<file path="src/hdl/packed_bcd_field_decoder_assert.svh">
// assertion helpers for the decoder back part
`ifndef PACKED_BCD_FIELD_DECODER_ASSERT_SVH
`define PACKED_BCD_FIELD_DECODER_ASSERT_SVH

// same-cycle implication, disabled while in reset
`define PBCD_ASSERT_NOW(label, clk, rst_n, a, c, msg) \
    label: assert property (@(posedge clk) disable iff (!rst_n) (a) |-> (c)) \
        else $error(msg);

// next-cycle implication, disabled while in reset
`define PBCD_ASSERT_NEXT(label, clk, rst_n, a, c, msg) \
    label: assert property (@(posedge clk) disable iff (!rst_n) (a) |=> (c)) \
        else $error(msg);

`endif

</file>
<file path="src/hdl/pbcd_pkg.sv">
package pbcd_pkg;

    // result status codes
    localparam logic [2:0] ST_OK        = 3'd0;
    localparam logic [2:0] ST_BAD_DIGIT = 3'd1;
    localparam logic [2:0] ST_OVERFLOW  = 3'd2;
    localparam logic [2:0] ST_BAD_LEN   = 3'd3;
    localparam logic [2:0] ST_BAD_TIME  = 3'd4;

    localparam logic [3:0] TIME_BYTES = 4'd6;
    localparam logic [3:0] COUNT_MAX  = 4'd15;
    localparam logic [3:0] DIGIT_MAX  = 4'd9;

    localparam int QUEUE_DEPTH_DEFAULT = 4;

    localparam logic [6:0] HOUR_MAX = 7'd23;
    localparam logic [6:0] MINSEC_MAX = 7'd59;
    localparam logic [46:0] NS_PER_SEC = 47'd1000000000;
    localparam logic [29:0] NS_PER_US  = 30'd1000;

    // one classified byte as it travels from front to back
    typedef struct packed {
        logic [3:0] hi;
        logic [3:0] lo;
        logic [6:0] pair;
        logic       bad;
        logic       last;
        logic       is_time;
    } pbcd_item_t;

endpackage

</file>
<file path="src/hdl/pbcd_front.sv">
module pbcd_front (
    input  logic               in_valid,
    output logic               in_stall,
    input  logic [7:0]         bcd_byte,
    input  logic               last,
    input  logic               time_field,
    output logic               push,
    output pbcd_pkg::pbcd_item_t push_item,
    input  logic               queue_full
);
    import pbcd_pkg::*;

    logic [3:0] hi;
    logic [3:0] lo;

    assign hi = bcd_byte[7:4];
    assign lo = bcd_byte[3:0];

    assign in_stall = queue_full;
    assign push     = in_valid;

    // digit check and pair value hi*10+lo
    always_comb
    begin
        push_item.hi      = hi;
        push_item.lo      = lo;
        push_item.pair    = ({3'd0, hi} << 3) + ({3'd0, hi} << 1) + {3'd0, lo};
        push_item.bad     = (hi > DIGIT_MAX) || (lo > DIGIT_MAX);
        push_item.last    = last;
        push_item.is_time = time_field;
    end

endmodule

</file>
<file path="src/hdl/pbcd_queue.sv">
module pbcd_queue #(
    parameter int DEPTH = pbcd_pkg::QUEUE_DEPTH_DEFAULT
) (
    input  logic                 clk,
    input  logic                 rst_n,
    input  logic                 push,
    input  pbcd_pkg::pbcd_item_t push_item,
    output logic                 full,
    output logic                 pop_valid,
    output pbcd_pkg::pbcd_item_t pop_item,
    input  logic                 pop
);
    import pbcd_pkg::*;

    localparam int PTR_W = (DEPTH > 1) ? $clog2(DEPTH) : 1;
    localparam int CNT_W = $clog2(DEPTH + 1);
    localparam logic [PTR_W-1:0] LAST_PTR = PTR_W'(DEPTH - 1);
    localparam logic [CNT_W-1:0] FULL_CNT = CNT_W'(DEPTH);

    pbcd_item_t       mem [DEPTH];
    logic [PTR_W-1:0] wr_ptr_reg, wr_ptr_next;
    logic [PTR_W-1:0] rd_ptr_reg, rd_ptr_next;
    logic [CNT_W-1:0] count_reg, count_next;
    logic             do_push;
    logic             do_pop;

    assign full      = (count_reg == FULL_CNT);
    assign pop_valid = (count_reg != '0);
    assign pop_item  = mem[rd_ptr_reg];
    assign do_push   = push && !full;
    assign do_pop    = pop && pop_valid;

    always_comb
    begin
        wr_ptr_next = wr_ptr_reg;
        rd_ptr_next = rd_ptr_reg;
        count_next  = count_reg;
        if (do_push)
        begin
            wr_ptr_next = (wr_ptr_reg == LAST_PTR) ? '0 : wr_ptr_reg + 1'b1;
        end
        if (do_pop)
        begin
            rd_ptr_next = (rd_ptr_reg == LAST_PTR) ? '0 : rd_ptr_reg + 1'b1;
        end
        if (do_push && !do_pop)
        begin
            count_next = count_reg + 1'b1;
        end
        else if (do_pop && !do_push)
        begin
            count_next = count_reg - 1'b1;
        end
    end

    always_ff @(posedge clk or negedge rst_n)
    begin
        if (!rst_n)
        begin
            wr_ptr_reg <= '0;
            rd_ptr_reg <= '0;
            count_reg  <= '0;
        end
        else
        begin
            wr_ptr_reg <= wr_ptr_next;
            rd_ptr_reg <= rd_ptr_next;
            count_reg  <= count_next;
        end
    end

    always_ff @(posedge clk)
    begin
        if (do_push)
        begin
            mem[wr_ptr_reg] <= push_item;
        end
    end

endmodule

</file>
<file path="src/hdl/pbcd_back.sv">
`include "packed_bcd_field_decoder_assert.svh"

module pbcd_back (
    input  logic                 clk,
    input  logic                 rst_n,
    input  logic                 q_valid,
    input  pbcd_pkg::pbcd_item_t q_item,
    output logic                 q_pop,
    output logic                 out_valid,
    input  logic                 out_stall,
    output logic [63:0]          value,
    output logic [2:0]           status
);
    import pbcd_pkg::*;

    typedef enum logic [1:0] {
        BK_ACCUM,
        BK_TIME_RANGE,
        BK_TIME_MUL,
        BK_TIME_SUM
    } back_state_t;

    back_state_t state_reg, state_next;
    logic [63:0] acc_reg, acc_next;
    logic [3:0]  count_reg, count_next;
    logic [2:0]  err_reg, err_next;
    // digits of a time field, captured by byte position
    logic [6:0]  hh_reg, hh_next;
    logic [6:0]  mi_reg, mi_next;
    logic [6:0]  ss_reg, ss_next;
    logic [6:0]  p3_reg, p3_next;
    logic [3:0]  n4h_reg, n4h_next;
    logic [3:0]  n4l_reg, n4l_next;
    logic [6:0]  p5_reg, p5_next;
    logic        range_bad_reg, range_bad_next;
    logic [16:0] secs_reg, secs_next;
    logic [19:0] micro_reg, micro_next;
    logic [46:0] ns_sec_reg, ns_sec_next;
    logic [29:0] ns_sub_reg, ns_sub_next;
    logic        out_valid_reg, out_valid_next;
    logic [63:0] value_reg, value_next;
    logic [2:0]  status_reg, status_next;

    logic        out_free;
    logic [3:0]  cnt_sat;
    logic [70:0] mul100;
    logic [63:0] upd_acc;
    logic [2:0]  upd_err;
    logic [18:0] secs_wide;
    logic [19:0] micro_wide;
    logic [46:0] ns_total;

    assign out_free  = !out_valid_reg || !out_stall;
    assign out_valid = out_valid_reg;
    assign value     = value_reg;
    assign status    = status_reg;

    // byte update: acc*100 + pair with overflow test on the top bits
    always_comb
    begin
        cnt_sat = (count_reg == COUNT_MAX) ? COUNT_MAX : count_reg + 4'd1;
        mul100  = ({7'd0, acc_reg} << 6) + ({7'd0, acc_reg} << 5)
                + ({7'd0, acc_reg} << 2) + {64'd0, q_item.pair};
        upd_acc = acc_reg;
        upd_err = err_reg;
        if (err_reg == ST_OK)
        begin
            if (q_item.bad)
            begin
                upd_err = ST_BAD_DIGIT;
            end
            else if (mul100[70:64] != 7'd0)
            begin
                upd_err = ST_OVERFLOW;
            end
            else
            begin
                upd_acc = mul100[63:0];
            end
        end
    end

    always_comb
    begin
        secs_wide  = 19'(hh_reg) * 19'd3600 + 19'(mi_reg) * 19'd60 + 19'(ss_reg);
        micro_wide = 20'(p3_reg) * 20'd10000 + 20'(n4h_reg) * 20'd1000
                   + 20'(n4l_reg) * 20'd100 + 20'(p5_reg);
        ns_total   = ns_sec_reg + {17'd0, ns_sub_reg};
    end

    always_comb
    begin
        state_next     = state_reg;
        acc_next       = acc_reg;
        count_next     = count_reg;
        err_next       = err_reg;
        hh_next        = hh_reg;
        mi_next        = mi_reg;
        ss_next        = ss_reg;
        p3_next        = p3_reg;
        n4h_next       = n4h_reg;
        n4l_next       = n4l_reg;
        p5_next        = p5_reg;
        range_bad_next = range_bad_reg;
        secs_next      = secs_reg;
        micro_next     = micro_reg;
        ns_sec_next    = ns_sec_reg;
        ns_sub_next    = ns_sub_reg;
        out_valid_next = out_valid_reg && out_stall;
        value_next     = value_reg;
        status_next    = status_reg;
        q_pop          = 1'b0;

        unique case (state_reg)
            BK_ACCUM:
            begin
                if (q_valid && (!q_item.last || out_free))
                begin
                    q_pop      = 1'b1;
                    acc_next   = upd_acc;
                    count_next = cnt_sat;
                    err_next   = upd_err;
                    case (count_reg)
                        4'd0: hh_next = q_item.pair;
                        4'd1: mi_next = q_item.pair;
                        4'd2: ss_next = q_item.pair;
                        4'd3: p3_next = q_item.pair;
                        4'd4:
                        begin
                            n4h_next = q_item.hi;
                            n4l_next = q_item.lo;
                        end
                        4'd5: p5_next = q_item.pair;
                        default: ;
                    endcase
                    if (q_item.last)
                    begin
                        acc_next   = '0;
                        count_next = '0;
                        err_next   = ST_OK;
                        if (q_item.is_time)
                        begin
                            if (cnt_sat != TIME_BYTES)
                            begin
                                out_valid_next = 1'b1;
                                value_next     = '0;
                                status_next    = ST_BAD_LEN;
                            end
                            else if (upd_err != ST_OK)
                            begin
                                out_valid_next = 1'b1;
                                value_next     = '0;
                                status_next    = upd_err;
                            end
                            else
                            begin
                                state_next = BK_TIME_RANGE;
                            end
                        end
                        else
                        begin
                            out_valid_next = 1'b1;
                            value_next     = (upd_err == ST_OK) ? upd_acc : '0;
                            status_next    = upd_err;
                        end
                    end
                end
            end
            BK_TIME_RANGE:
            begin
                range_bad_next = (hh_reg > HOUR_MAX) || (mi_reg > MINSEC_MAX)
                               || (ss_reg > MINSEC_MAX);
                secs_next      = secs_wide[16:0];
                micro_next     = micro_wide;
                state_next     = BK_TIME_MUL;
            end
            BK_TIME_MUL:
            begin
                ns_sec_next = {30'd0, secs_reg} * NS_PER_SEC;
                ns_sub_next = {10'd0, micro_reg} * NS_PER_US;
                state_next  = BK_TIME_SUM;
            end
            BK_TIME_SUM:
            begin
                if (out_free)
                begin
                    out_valid_next = 1'b1;
                    value_next     = range_bad_reg ? 64'd0 : {17'd0, ns_total};
                    status_next    = range_bad_reg ? ST_BAD_TIME : ST_OK;
                    state_next     = BK_ACCUM;
                end
            end
            default:
            begin
                state_next = BK_ACCUM;
            end
        endcase
    end

    always_ff @(posedge clk or negedge rst_n)
    begin
        if (!rst_n)
        begin
            state_reg     <= BK_ACCUM;
            acc_reg       <= '0;
            count_reg     <= '0;
            err_reg       <= ST_OK;
            hh_reg        <= '0;
            mi_reg        <= '0;
            ss_reg        <= '0;
            p3_reg        <= '0;
            n4h_reg       <= '0;
            n4l_reg       <= '0;
            p5_reg        <= '0;
            range_bad_reg <= 1'b0;
            secs_reg      <= '0;
            micro_reg     <= '0;
            ns_sec_reg    <= '0;
            ns_sub_reg    <= '0;
            out_valid_reg <= 1'b0;
            value_reg     <= '0;
            status_reg    <= ST_OK;
        end
        else
        begin
            state_reg     <= state_next;
            acc_reg       <= acc_next;
            count_reg     <= count_next;
            err_reg       <= err_next;
            hh_reg        <= hh_next;
            mi_reg        <= mi_next;
            ss_reg        <= ss_next;
            p3_reg        <= p3_next;
            n4h_reg       <= n4h_next;
            n4l_reg       <= n4l_next;
            p5_reg        <= p5_next;
            range_bad_reg <= range_bad_next;
            secs_reg      <= secs_next;
            micro_reg     <= micro_next;
            ns_sec_reg    <= ns_sec_next;
            ns_sub_reg    <= ns_sub_next;
            out_valid_reg <= out_valid_next;
            value_reg     <= value_next;
            status_reg    <= status_next;
        end
    end

    `PBCD_ASSERT_NOW(a_err_zero_value, clk, rst_n, out_valid_reg && (status_reg != ST_OK),
        value_reg == 64'd0, "error result carries a nonzero value")
    `PBCD_ASSERT_NOW(a_no_pop_in_time, clk, rst_n, state_reg != BK_ACCUM, !q_pop,
        "queue popped during time conversion")
    `PBCD_ASSERT_NEXT(a_field_cleared, clk, rst_n, q_pop && q_item.last,
        (count_reg == 4'd0) && (err_reg == ST_OK) && (acc_reg == 64'd0),
        "field state not cleared after last byte")
    `PBCD_ASSERT_NEXT(a_time_seq, clk, rst_n, state_reg == BK_TIME_RANGE,
        state_reg == BK_TIME_MUL, "time sequence skipped a step")

endmodule

</file>
<file path="src/hdl/packed_bcd_field_decoder.sv">
// packed bcd field decoder: bytes of a packed bcd field come in one item per cycle while
// in_stall is low, two digits per byte with the high nibble first, and the byte carrying
// last closes the field with exactly one result (value, status). status 0 ok, 1 bad digit,
// 2 overflow past 64 bits, 3 bad time length, 4 time out of range; value is 0 whenever
// status is not 0. with time_field set on the last byte the field must be six bytes hh mm
// ss mmm uuu and the value is nanoseconds since midnight. rate: one byte per cycle, set by
// the back part taking one queued byte each cycle (one 64-bit times-100 add and overflow
// compare) except during time conversion or while a last byte waits on a busy output;
// a time field's last byte is followed by a range check, multiply and final add while the
// queue of QUEUE_DEPTH items keeps absorbing input. a result is registered as its last byte
// leaves the queue or at the final add; other bytes still flow while it waits on out_stall.
module packed_bcd_field_decoder #(
    parameter int QUEUE_DEPTH = pbcd_pkg::QUEUE_DEPTH_DEFAULT
) (
    input  logic        clk,
    input  logic        rst_n,
    // input channel
    input  logic        in_valid,
    output logic        in_stall,
    input  logic [7:0]  bcd_byte,
    input  logic        last,
    input  logic        time_field,
    // result channel
    output logic        out_valid,
    input  logic        out_stall,
    output logic [63:0] value,
    output logic [2:0]  status
);
    import pbcd_pkg::*;

    // classified item from front into the queue
    pbcd_item_t push_item;
    logic       push;
    logic       queue_full;

    // head of the queue towards the back part
    pbcd_item_t head_item;
    logic       head_valid;
    logic       head_pop;

    // front: digit check and pair value, stalls only when the queue is full
    pbcd_front u_front (
        .in_valid   (in_valid),
        .in_stall   (in_stall),
        .bcd_byte   (bcd_byte),
        .last       (last),
        .time_field (time_field),
        .push       (push),
        .push_item  (push_item),
        .queue_full (queue_full)
    );

    // short queue decoupling the two sides
    pbcd_queue #(
        .DEPTH (QUEUE_DEPTH)
    ) u_queue (
        .clk       (clk),
        .rst_n     (rst_n),
        .push      (push),
        .push_item (push_item),
        .full      (queue_full),
        .pop_valid (head_valid),
        .pop_item  (head_item),
        .pop       (head_pop)
    );

    // back: accumulation, sticky error, time conversion and the output register
    pbcd_back u_back (
        .clk       (clk),
        .rst_n     (rst_n),
        .q_valid   (head_valid),
        .q_item    (head_item),
        .q_pop     (head_pop),
        .out_valid (out_valid),
        .out_stall (out_stall),
        .value     (value),
        .status    (status)
    );

endmodule
</file>
<file path="config.mk">
export PLATFORM = sky130hd
export DESIGN_NAME = packed_bcd_field_decoder
export DESIGN_NICKNAME = d
export VERILOG_FILES = /design/src/hdl/pbcd_pkg.sv /design/src/hdl/pbcd_front.sv /design/src/hdl/pbcd_queue.sv /design/src/hdl/pbcd_back.sv /design/src/hdl/packed_bcd_field_decoder.sv
export VERILOG_INCLUDE_DIRS = /design/src /design/src/hdl
export SDC_FILE = /design/constraint.sdc
export NUM_CORES = 2
export LEC_CHECK = 0
export ABC_CLOCK_PERIOD_IN_PS = 9300
export BUFFER_PORTS_ARGS = -buffer_cell sky130_fd_sc_hd__buf_2
export CORE_MARGIN = 2
export CORE_UTILIZATION = 25
export CTS_CLUSTER_DIAMETER = 120
export CTS_CLUSTER_SIZE = 10
export DETAILED_ROUTE_END_ITERATION = 10
export GPL_TIMING_DRIVEN = 0
export HOLD_SLACK_MARGIN = 0.08
export SYNTH_ARGS = -nofsm -noshare
export SYNTH_HDL_FRONTEND = slang
export SYNTH_SLANG_ARGS = --single-unit
</file>
<file path="constraint.sdc">
create_clock -name clk -period 9.3 [get_ports clk]
set_input_delay 1.395 -clock clk [delete_from_list [all_inputs] [get_ports clk]]
set_output_delay 1.395 -clock clk [all_outputs]
set_load 0.02 [all_outputs]
</file>
==> flow_metrics.env <==
export IMPL_outcome="finished clean"
export IMPL_ys_seq_area_share_pct=25.36
export IMPL_avgSynthCellArea_um2=10.49
export IMPL_largest_register_ffs=68
export IMPL_num_vias=26551
export IMPL_detailed_place_area_um2=39970
export IMPL_start_kind="flip-flop"
export IMPL_critical_path_buf_inv_count=6
export IMPL_max_slew_margin_pct=25.31
export IMPL_fin_area_um2=41130
export IMPL_setup_tns_ps=0
export IMPL_grt_pass1_wl_mm=157.7
export IMPL_skew_ps=40.30
export IMPL_post_cts_resized=0
export IMPL_grt_util_all_layers_pct=13.19
export IMPL_htree_levels=2
export IMPL_cp_max_fo=10
export IMPL_instances_no_fill=5602
export IMPL_holdBufCountCts=0
export IMPL_critical_path_class="flip-flop to flip-flop"
export IMPL_dr_pass1_iters=5
export IMPL_cts_buffers=42
export IMPL_slew_violations=0
export IMPL_maxCapViolCount=0
export IMPL_drc=0
export IMPL_drive_gt1_share_pct=9.504
export IMPL_synth_edf_count=68
export IMPL_synthCells=3531
export IMPL_drt_iter0_drc=1774
export IMPL_ios=83
export IMPL_synth_largest_area_cell="dfrtp_1"
export IMPL_crit_arrival_ps=9230
export IMPL_place_inst=5546
export IMPL_die_h_um=389.0
export IMPL_slowest_delay_ps=780
export IMPL_synth_area_um2=37060
export IMPL_ant_nets=0
export IMPL_start_util_pct=25.12
export IMPL_gr_total_overflow=0
export IMPL_fmax_ghz=0.1147
export IMPL_required_ps=9810
export IMPL_fillerInstances=15434
export IMPL_grt_start_max_net_pins=99
export IMPL_die_area_um2=151300
export IMPL_finalHoldViolCount=0
export IMPL_yosysUniqueCellTypes=83
export IMPL_async_reset_ff_share_pct=81.22
export IMPL_clk_latency_ps=600
export IMPL_cts_tree="yes"
export IMPL_cts_root_buffer="clkbuf_16"
export IMPL_finalCriticalPeriod_ps=8720
export IMPL_core_area_um2=147500
export IMPL_hold_path_class="flip-flop to flip-flop"
export IMPL_tightestPinTransition_ps=1111
export IMPL_synth_top_cell_area_share_pct=19.85
export IMPL_cts_sinks=362
export IMPL_post_drt_wl_per_cell_um=17.77
export IMPL_endpoint_kind="flip-flop"
export IMPL_cts_buffer_depth=3
export IMPL_port_buffer_count=82
export IMPL_dp_hpwl_mm=81.55
export IMPL_die_w_um=389.0
export IMPL_synthFlopType="dfrtp_1"
export IMPL_cp_top_family="compound AO/OA/AOI/OAI gates"
export IMPL_synth_top_cells_by_count="ha_1, inv_1, fa_1, dfrtp_1, nand2_1"
export IMPL_path_cells="clkbuf_1, buf_1, mux4_2, inv_1, fa_1, inv_1, fa_1, ha_1, o211ai_1, o21a_1, nor3_1, o31ai_2, a21oi_2, nor2_1, o31ai_1, a31oi_1, a221oi_4, nand3_2, clkbuf_1, clkbuf_1, o31ai_1, mux2_2"
export IMPL_diodes=0
export IMPL_area_growth_pct=11.01
export IMPL_crit_path_top_delay_cell="mux4_2"
export IMPL_nNetsFinal=4543
export IMPL_gp_congestion=0.9169
export IMPL_antenna_found_initial=6
export IMPL_synthTopCellsByArea="dfrtp_1, ha_1, fa_1, edfxtp_1, inv_1"
export IMPL_holdWs_ps=481.1
export IMPL_worst_path_most_repeated_cell="clkbuf_1"
export IMPL_rsz0062_at_grt="false"
export IMPL_clkTransAtPathRegs_ps=60
export IMPL_cts_setup_buffers=0
export IMPL_routed_wl_mm=99.55
export IMPL_ys_warn_count=0
export IMPL_syn_nets=4413
export IMPL_setup_viol=0
export IMPL_rows=141
export IMPL_period_share_pct=93.76
export IMPL_via_per_inst=4.740
export IMPL_grt_pass1_vias=26866
export IMPL_yosys_register_bits=362
export IMPL_synth_most_common_cell="ha_1"
## layer usage
layer,up-vias,routed length [µm],global-route usage [%]
met2,576,44890,21.07
met3,117,4918,1.710
met1,13207,47140,18.65
li1,12649,-,-
met4,2,2584,3.615
met5,-,12,0
## path summary, 6_finish.rpt
kind                       slack [ps]               end                  start  cells after the start
setup / recovery                  580  u_back.value[19]  u_queue.rd_ptr_reg[0]                     22
hold / removal                    480  u_back.value[22]       u_back.value[22]                      1
setup reg to reg                  580  u_back.value[19]  u_queue.rd_ptr_reg[0]                     22
hold reg to reg                   480  u_back.value[22]       u_back.value[22]                      1
max in group asynchronous        7310  u_back.mi_reg[0]                  rst_n                      3
min in group asynchronous         700  u_back.value[39]                  rst_n                      1
## cells in the final DEF (no fill, tap or decap), types with 42 or more instances in the layout
cell	n
inv_1	388
a311o_1	42
mux2_2	114
buf_2	94
xor2_1	68
nand2_1	203
dfrtp_1	294
ha_1	540
clkbuf_1	111
a21o_1	77
xnor2_1	132
nor4_1	62
and2_1	55
nor3_1	64
nand3_1	44
nor2_1	101
o21ai_0	121
fa_1	328
clkbuf_16	43
edfxtp_1	68
a21oi_1	191
## logic make-up after synthesis
| kind of cell | share of synthesized area [%] |
|---|---|
| fa+ha+maj | 35.95 |
| simple gates | 9.785 |
| compound gates | 12.76 |
| buf+inv | 5.494 |
| flops | 25.36 |
| xor+xnor | 4.727 |
| mux | 5.919 |
## metrics by stage
step | utilization, % | worst slack [ps]
CTS | 27.89 | 537.2
global placement | 27.04 | 622.4
detailed placement | 27.10 | 539.3
finish | 27.89 | 579.9
global route | 27.89 | 48.64
floorplan | - | 2884
## final cells by class
cell class / instances / area (µm²) / share of cell area [%]
tap: 1930 / 2415 / 5.871
sequential: 362 / 9399 / 22.85
clock buffer: 52 / 1110 / 2.698
buffer: 133 / 579.3 / 1.408
multi-input combinational: 2648 / 25620 / 62.29
timing repair buffer: 86 / 510.5 / 1.241
inverter: 388 / 1456 / 3.541
clock inverter: 3 / 43.79 / 0.1065
## worst register-to-register path, stage by stage, from the launching register on
cell	delay, ps
dfrtp_1	360
clkbuf_1	650
buf_1	690
mux4_2	790
inv_1	150
fa_1	390
inv_1	90
fa_1	430
ha_1	370
o211ai_1	120
o21a_1	210
nor3_1	360
o31ai_2	190
a21oi_2	270
nor2_1	150
o31ai_1	760
a31oi_1	260
a221oi_4	380
nand3_2	260
clkbuf_1	450
clkbuf_1	370
o31ai_1	700
mux2_2	280
Power is not shown: default switching activity piles up to over one toggle a cycle in this logic, so the estimate is an artifact.
